===== src/rtl/cwc_pkg.sv =====
package cwc_pkg;

   // Window length and store geometry
   localparam int WIN_LEN     = 64;
   localparam int STORE_DEPTH = 64;
   localparam int ADDR_W      = 6;

   // Field and arithmetic widths
   localparam int SMP_W  = 16;
   localparam int WORD_W = 2 * SMP_W;
   localparam int PROD_W = 2 * SMP_W;
   localparam int TERM_W = PROD_W + 1;
   localparam int ACC_W  = 39;

   localparam logic [ADDR_W-1:0] LAST_IDX = ADDR_W'(WIN_LEN - 1);

   localparam logic MODE_COEF   = 1'b0;
   localparam logic MODE_SAMPLE = 1'b1;

   typedef logic [ADDR_W-1:0] addr_type;

   // Controller to datapath commands
   typedef struct packed {
      logic     wr_win;
      logic     wr_smp;
      addr_type wr_addr;
      logic     issue;
      addr_type rd_k;
      addr_type rd_w;
      logic     first;
      logic     last;
      addr_type lag;
   } ctrl_cmd_type;

   // Datapath to controller status
   typedef struct packed {
      logic adv;
   } dp_status_type;

endpackage


===== src/rtl/cwc_ctrl.sv =====
module cwc_ctrl (
   input  logic                   clock,
   input  logic                   reset,
   input  logic                   req_valid,
   input  logic                   req_mode,
   input  cwc_pkg::addr_type      req_coef_index,
   output logic                   req_ready,
   input  cwc_pkg::dp_status_type status,
   output cwc_pkg::ctrl_cmd_type  cmd
);
   import cwc_pkg::*;

   typedef enum logic {
      ST_IDLE,
      ST_RUN
   } state_type;

   state_type state_ff, state_in;
   addr_type  count_ff, count_in;
   addr_type  j_ff, j_in;
   addr_type  k_ff, k_in;
   addr_type  w_ff, w_in;
   logic      accept;

   assign req_ready = (state_ff == ST_IDLE);
   assign accept    = req_valid && req_ready;

   always_comb begin
      cmd.wr_win  = accept && (req_mode == MODE_COEF);
      cmd.wr_smp  = accept && (req_mode == MODE_SAMPLE);
      cmd.wr_addr = (req_mode == MODE_SAMPLE) ? count_ff : req_coef_index;
      cmd.issue   = (state_ff == ST_RUN);
      cmd.rd_k    = k_ff;
      cmd.rd_w    = w_ff;
      cmd.first   = (k_ff == '0);
      cmd.last    = (k_ff == LAST_IDX);
      cmd.lag     = j_ff;
   end

   always_comb begin
      state_in = state_ff;
      count_in = count_ff;
      j_in     = j_ff;
      k_in     = k_ff;
      w_in     = w_ff;
      case (state_ff)
         ST_IDLE: begin
            if (cmd.wr_smp) begin
               if (count_ff == LAST_IDX) begin
                  count_in = '0;
                  j_in     = '0;
                  k_in     = '0;
                  w_in     = '0;
                  state_in = ST_RUN;
               end else begin
                  count_in = count_ff + ADDR_W'(1);
               end
            end
         end
         ST_RUN: begin
            if (status.adv) begin
               if (k_ff == LAST_IDX) begin
                  k_in = '0;
                  if (j_ff == LAST_IDX) begin
                     state_in = ST_IDLE;
                  end else begin
                     j_in = j_ff + ADDR_W'(1);
                     w_in = j_ff + ADDR_W'(1);
                  end
               end else begin
                  k_in = k_ff + ADDR_W'(1);
                  w_in = (w_ff == LAST_IDX) ? '0 : w_ff + ADDR_W'(1);
               end
            end
         end
         default: begin
            state_in = ST_IDLE;
         end
      endcase
   end

   always_ff @(posedge clock) begin
      if (reset) begin
         state_ff <= ST_IDLE;
         count_ff <= '0;
         j_ff     <= '0;
         k_ff     <= '0;
         w_ff     <= '0;
      end else begin
         state_ff <= state_in;
         count_ff <= count_in;
         j_ff     <= j_in;
         k_ff     <= k_in;
         w_ff     <= w_in;
      end
   end

endmodule


===== config.mk =====
export PLATFORM = sky130hd
export DESIGN_NAME = cwc_ctrl
export DESIGN_NICKNAME = d
export VERILOG_FILES = /design/src/rtl/cwc_pkg.sv /design/src/rtl/cwc_ctrl.sv
export SDC_FILE = /design/constraint.sdc
export NUM_CORES = 1
export LEC_CHECK = 0
export BUFFER_PORTS_ARGS = -buffer_cell sky130_fd_sc_hd__buf_2
export CAP_MARGIN = 10
export CORE_ASPECT_RATIO = 1.2
export CORE_MARGIN = 1.5
export CORE_UTILIZATION = 35
export DETAILED_ROUTE_END_ITERATION = 10
export PLACE_DENSITY = 0.64
export SYNTH_ARGS = -nofsm -noshare
export SYNTH_HDL_FRONTEND = slang
export SYNTH_SLANG_ARGS = --single-unit

===== constraint.sdc =====
create_clock -name clock -period 2.61 [get_ports clock]
set_clock_uncertainty 0.05 [all_clocks]
set_input_delay 0 -clock clock [delete_from_list [all_inputs] [get_ports clock]]
set_output_delay 0 -clock clock [all_outputs]
set_load 0.05 [all_outputs]

==> impl_metrics.py <==
metrics = {
    "status": {
        "outcome": "finished clean",
    },
    "yosys": {
        "yosys.area_share.adder": 0.03840,
        "synthesis.nets": 203,
        "synth_compound_area_frac": 0.2496,
        "ys_seq_elements": 25,
        "ys.flop_type": "dfxtp_1",
        "synth_area_leader_cell": "dfxtp_1",
        "ys_warn_count": 0,
        "synth_area_sq_mm": 0.001629,
        "synth_edf_count": 0,
        "ys_seq_area_frac": 0.3072,
        "synth.area.top_cells": "dfxtp_1 31%, mux2_2 4.8%, ha_1 3.8%",
        "yosys.area_share.simple": 0.2358,
        "synth-xor-area-share": 0.04301,
        "synth_cell_type_count": 56,
        "muxShareOfSynthArea": 0.05453,
        "syn_avg_cell_area_sq_um": 8.712,
        "async_flop_share": 0,
        "syn_inst": 187,
        "synth_top_family_by_area": "compound AO/OA/AOI/OAI gates",
        "synth_top_area_frac": 0.3072,
    },
    "floorplan": {
        "die_y_microns": 77.74,
        "core_area_sq_mm": 0.004527,
        "boundaryPins": 41,
        "start_util": 0.3599,
        "chipWidth_microns": 65.28,
        "num_rows": 27,
        "dieArea_sq_mm": 0.005075,
    },
    "routing": {
        "dr.pass1.iters": 7,
        "drt_iter0_markers": 133,
        "wire_per_inst_microns": 15.49,
        "vias_per_cell": 5.870,
        "drcViolationCount": 0,
        "routed_wl_microns": 4275,
        "ant_nets": 0,
        "vias": 1620,
    },
    "placement": {
        "port_buffers": 40,
        "dpl.hpwl_microns": 3102,
        "place_ws_ps": 498.1,
        "gp_congestion": 0.8625,
        "dp_cells": 272,
    },
    "timing": {
        "relSlewSlack": 0.5533,
        "finalHoldViolations": 0,
        "worstMarginPinSlew_ps": 663.1,
        "worst_slack_ps": 487.7,
        "fin_setup_tns_ps": 0,
        "whs_ps": 67.83,
        "final.period_utilization": 0.8131,
        "finalSetupViolCount": 0,
        "slew_violations": 0,
        "fmax_ghz": 0.4712,
        "rsz0062_at_grt": "false",
        "finalCriticalPeriod_ps": 2122,
    },
    "power": {
        "cellPowerDensity_mw_per_mm2": 372.3,
        "p_leak_nw": 0.7018,
        "ir_drop_mv": 0.1992,
    },
    "setup_path": {
        "cp_slowest_stage_delay_ps": 460,
        "worstPathCellList": "ha_1 -> nand3_2 -> nor4_4 -> nor2_1 -> a221oi_1",
        "cp.arrival_ps": 2250,
        "timing.rr.end": "w_ff[4]",
        "ff2ff_setup_slack_ps": 490,
        "required_ps": 2740,
        "criticalPathCategory": "flop to flop",
        "slowest_stage": "dfxtp_1",
        "critPathLaunchType": "flop",
        "reg2reg_depth": 5,
        "regToRegStartpoint": "k_ff[0]",
        "crit_fanout": 8,
        "endpoint_kind": "flop",
    },
    "clock_tree": {
        "hold_buffers": 0,
        "cts_buffers": 3,
        "path_clk_slew_ps": 100,
        "postCtsSetupBuffers": 0,
        "cts_tree": "built",
        "cts_buffer_depth": 2,
        "cts.sinks": 25,
        "cts-resized-gates": 0,
        "clk_latency_ps": 290,
        "clockRootBuffer": "clkbuf_8",
        "htreeDepth": 1,
    },
    "finish": {
        "fillers": 501,
        "syn2layout_area_growth_pct": 15.59,
        "final_core_util": 0.4160,
        "drive_gt1_frac": 0.2798,
        "register_area_sq_um": 500.5,
        "num-nets-final": 235,
        "antenna_cells": 0,
        "multi_input_area_sq_mm": 0.001012,
        "fin_cells": 276,
    },
    "run": {
        "cap_violations": 0,
    },
    "hold_path": {
        "hold_path_end": "count_ff[2]",
        "min_from": "reset",
        "min_path_cells": 2,
        "min_path_type": "primary input to flop",
    },
    "grt": {
        "grt_util_all_layers": 0.1735,
        "grt_overflow_total": 0,
        "antenna_found_initial": 0,
        "grt_pass1_vias": 1464,
        "grt_pass1_wl_microns": 6989,
        "grt_max_degree": 24,
    },
}
==> worst max path at each step <==
stage	endpoint	depth (start not counted)	start	slack, ps
2_1_floorplan	j_ff[5]	8	k_ff[0]	160
3_3_place_gp	w_ff[4]	5	k_ff[1]	580
3_5_place_dp	w_ff[4]	5	k_ff[0]	500
4_1_cts	w_ff[4]	5	k_ff[0]	470
5_1_grt	w_ff[4]	5	k_ff[0]	270
6_report	w_ff[4]	5	k_ff[0]	490
==> metrics by stage <==
stage | total power, mW | area [sq um]
global route | 0.7307 | 1883
detailed placement | 0.4593 | 1834
global placement | 0.4588 | 1834
CTS | 0.6991 | 1883
floorplan | 0.4431 | 1629
finish | 0.7011 | 1883
==> cells in the final DEF (no fill, tap or decap), types with 4 or more instances in the layout <==
| cell | synthesis | final |
|---|---|---|
| nand4_1 | 5 | 5 |
| nand3_1 | 11 | 11 |
| buf_2 | 3 | 40 |
| xor2_1 | 4 | 4 |
| a31oi_1 | 4 | 4 |
| o21ai_0 | 6 | 6 |
| a21oi_1 | 9 | 9 |
| mux2_2 | 7 | 7 |
| nor2_1 | 15 | 15 |
| inv_1 | 13 | 13 |
| nand2_1 | 4 | 4 |
| o32ai_1 | 4 | 4 |
| xnor2_1 | 4 | 4 |
| dfxtp_1 | 25 | 25 |
| ha_1 | 5 | 5 |
==> Yosys cell counts (2+ instances only) <==
cell,instances
nor4_1,2
nor3_1,3
and3_1,3
mux2_2,7
clkbuf_1,5
a31oi_1,4
o32ai_1,4
xnor2_1,4
inv_1,13
nor3b_1,2
xor2_1,4
buf_4,2
o2111ai_1,2
a211oi_1,3
a21oi_1,9
buf_2,3
a311oi_1,2
nand2b_1,3
nor2_1,15
ha_1,5
dfxtp_1,25
nand3_1,11
and2_1,3
or4_1,3
buf_1,2
nand2_1,4
nand4_1,5
o31ai_1,3
o211ai_1,2
a22oi_1,2
o21ai_0,6
a211o_1,2
==> cells by family (layout without fill, tap and decap cells) <==
kind of cell / Yosys count / count (layout)
AOI/OAI and AO/OA: 51 / 51
adders and majority gates: 5 / 5
xor gates and xnor gates: 8 / 8
DFF: 25 / 25
and+or+nand+nor: 64 / 64
muxes: 8 / 8
buffers and inverters: 26 / 57
==> flip-flops by register name, indices dropped and copies added (netlist names) <==
signal,flops
w_ff,6
j_ff,6
state_ff,1
k_ff,6
count_ff,6
==> report_power, final <==
| group | internal (mW) | switching (mW) |
|---|---|---|
| sequential | 0.383 | 0.00203 |
| combinational | 0.0206 | 0.0448 |
| clock | 0.109 | 0.142 |
| total | 0.512 | 0.189 |
==> layer usage <==
layer / vias to the layer above / wire length [microns] / global-route usage / part of all wire
met3: 7 / 191 / 0.03333 / 0.045
met4: 0 / 68 / 0.05625 / 0.016
li1: 777 / - / - / -
met5: - / 0 / 0 / 0
met1: 784 / 1907 / 0.2159 / 0.45
met2: 52 / 2108 / 0.2969 / 0.49
==> layout make-up <==
class / count / area share
multi-input combinational: 136 / 0.5375
sequential: 25 / 0.2658
timing repair buffer: 40 / 0.1063
tap: 58 / 0.03854
inverter: 13 / 0.02591
clock buffer: 3 / 0.02193
clock inverter: 1 / 0.003987
==> critical path: cells and delay by family (launching register included) <==
| kind | cells | cell delay [ps] |
|---|---|---|
| AOI/OAI and AO/OA | 1 | 330 |
| adders and majority gates | 1 | 300 |
| DFF | 1 | 460 |
| and+or+nand+nor | 3 | 870 |
(Power assumes the default switching activity.)
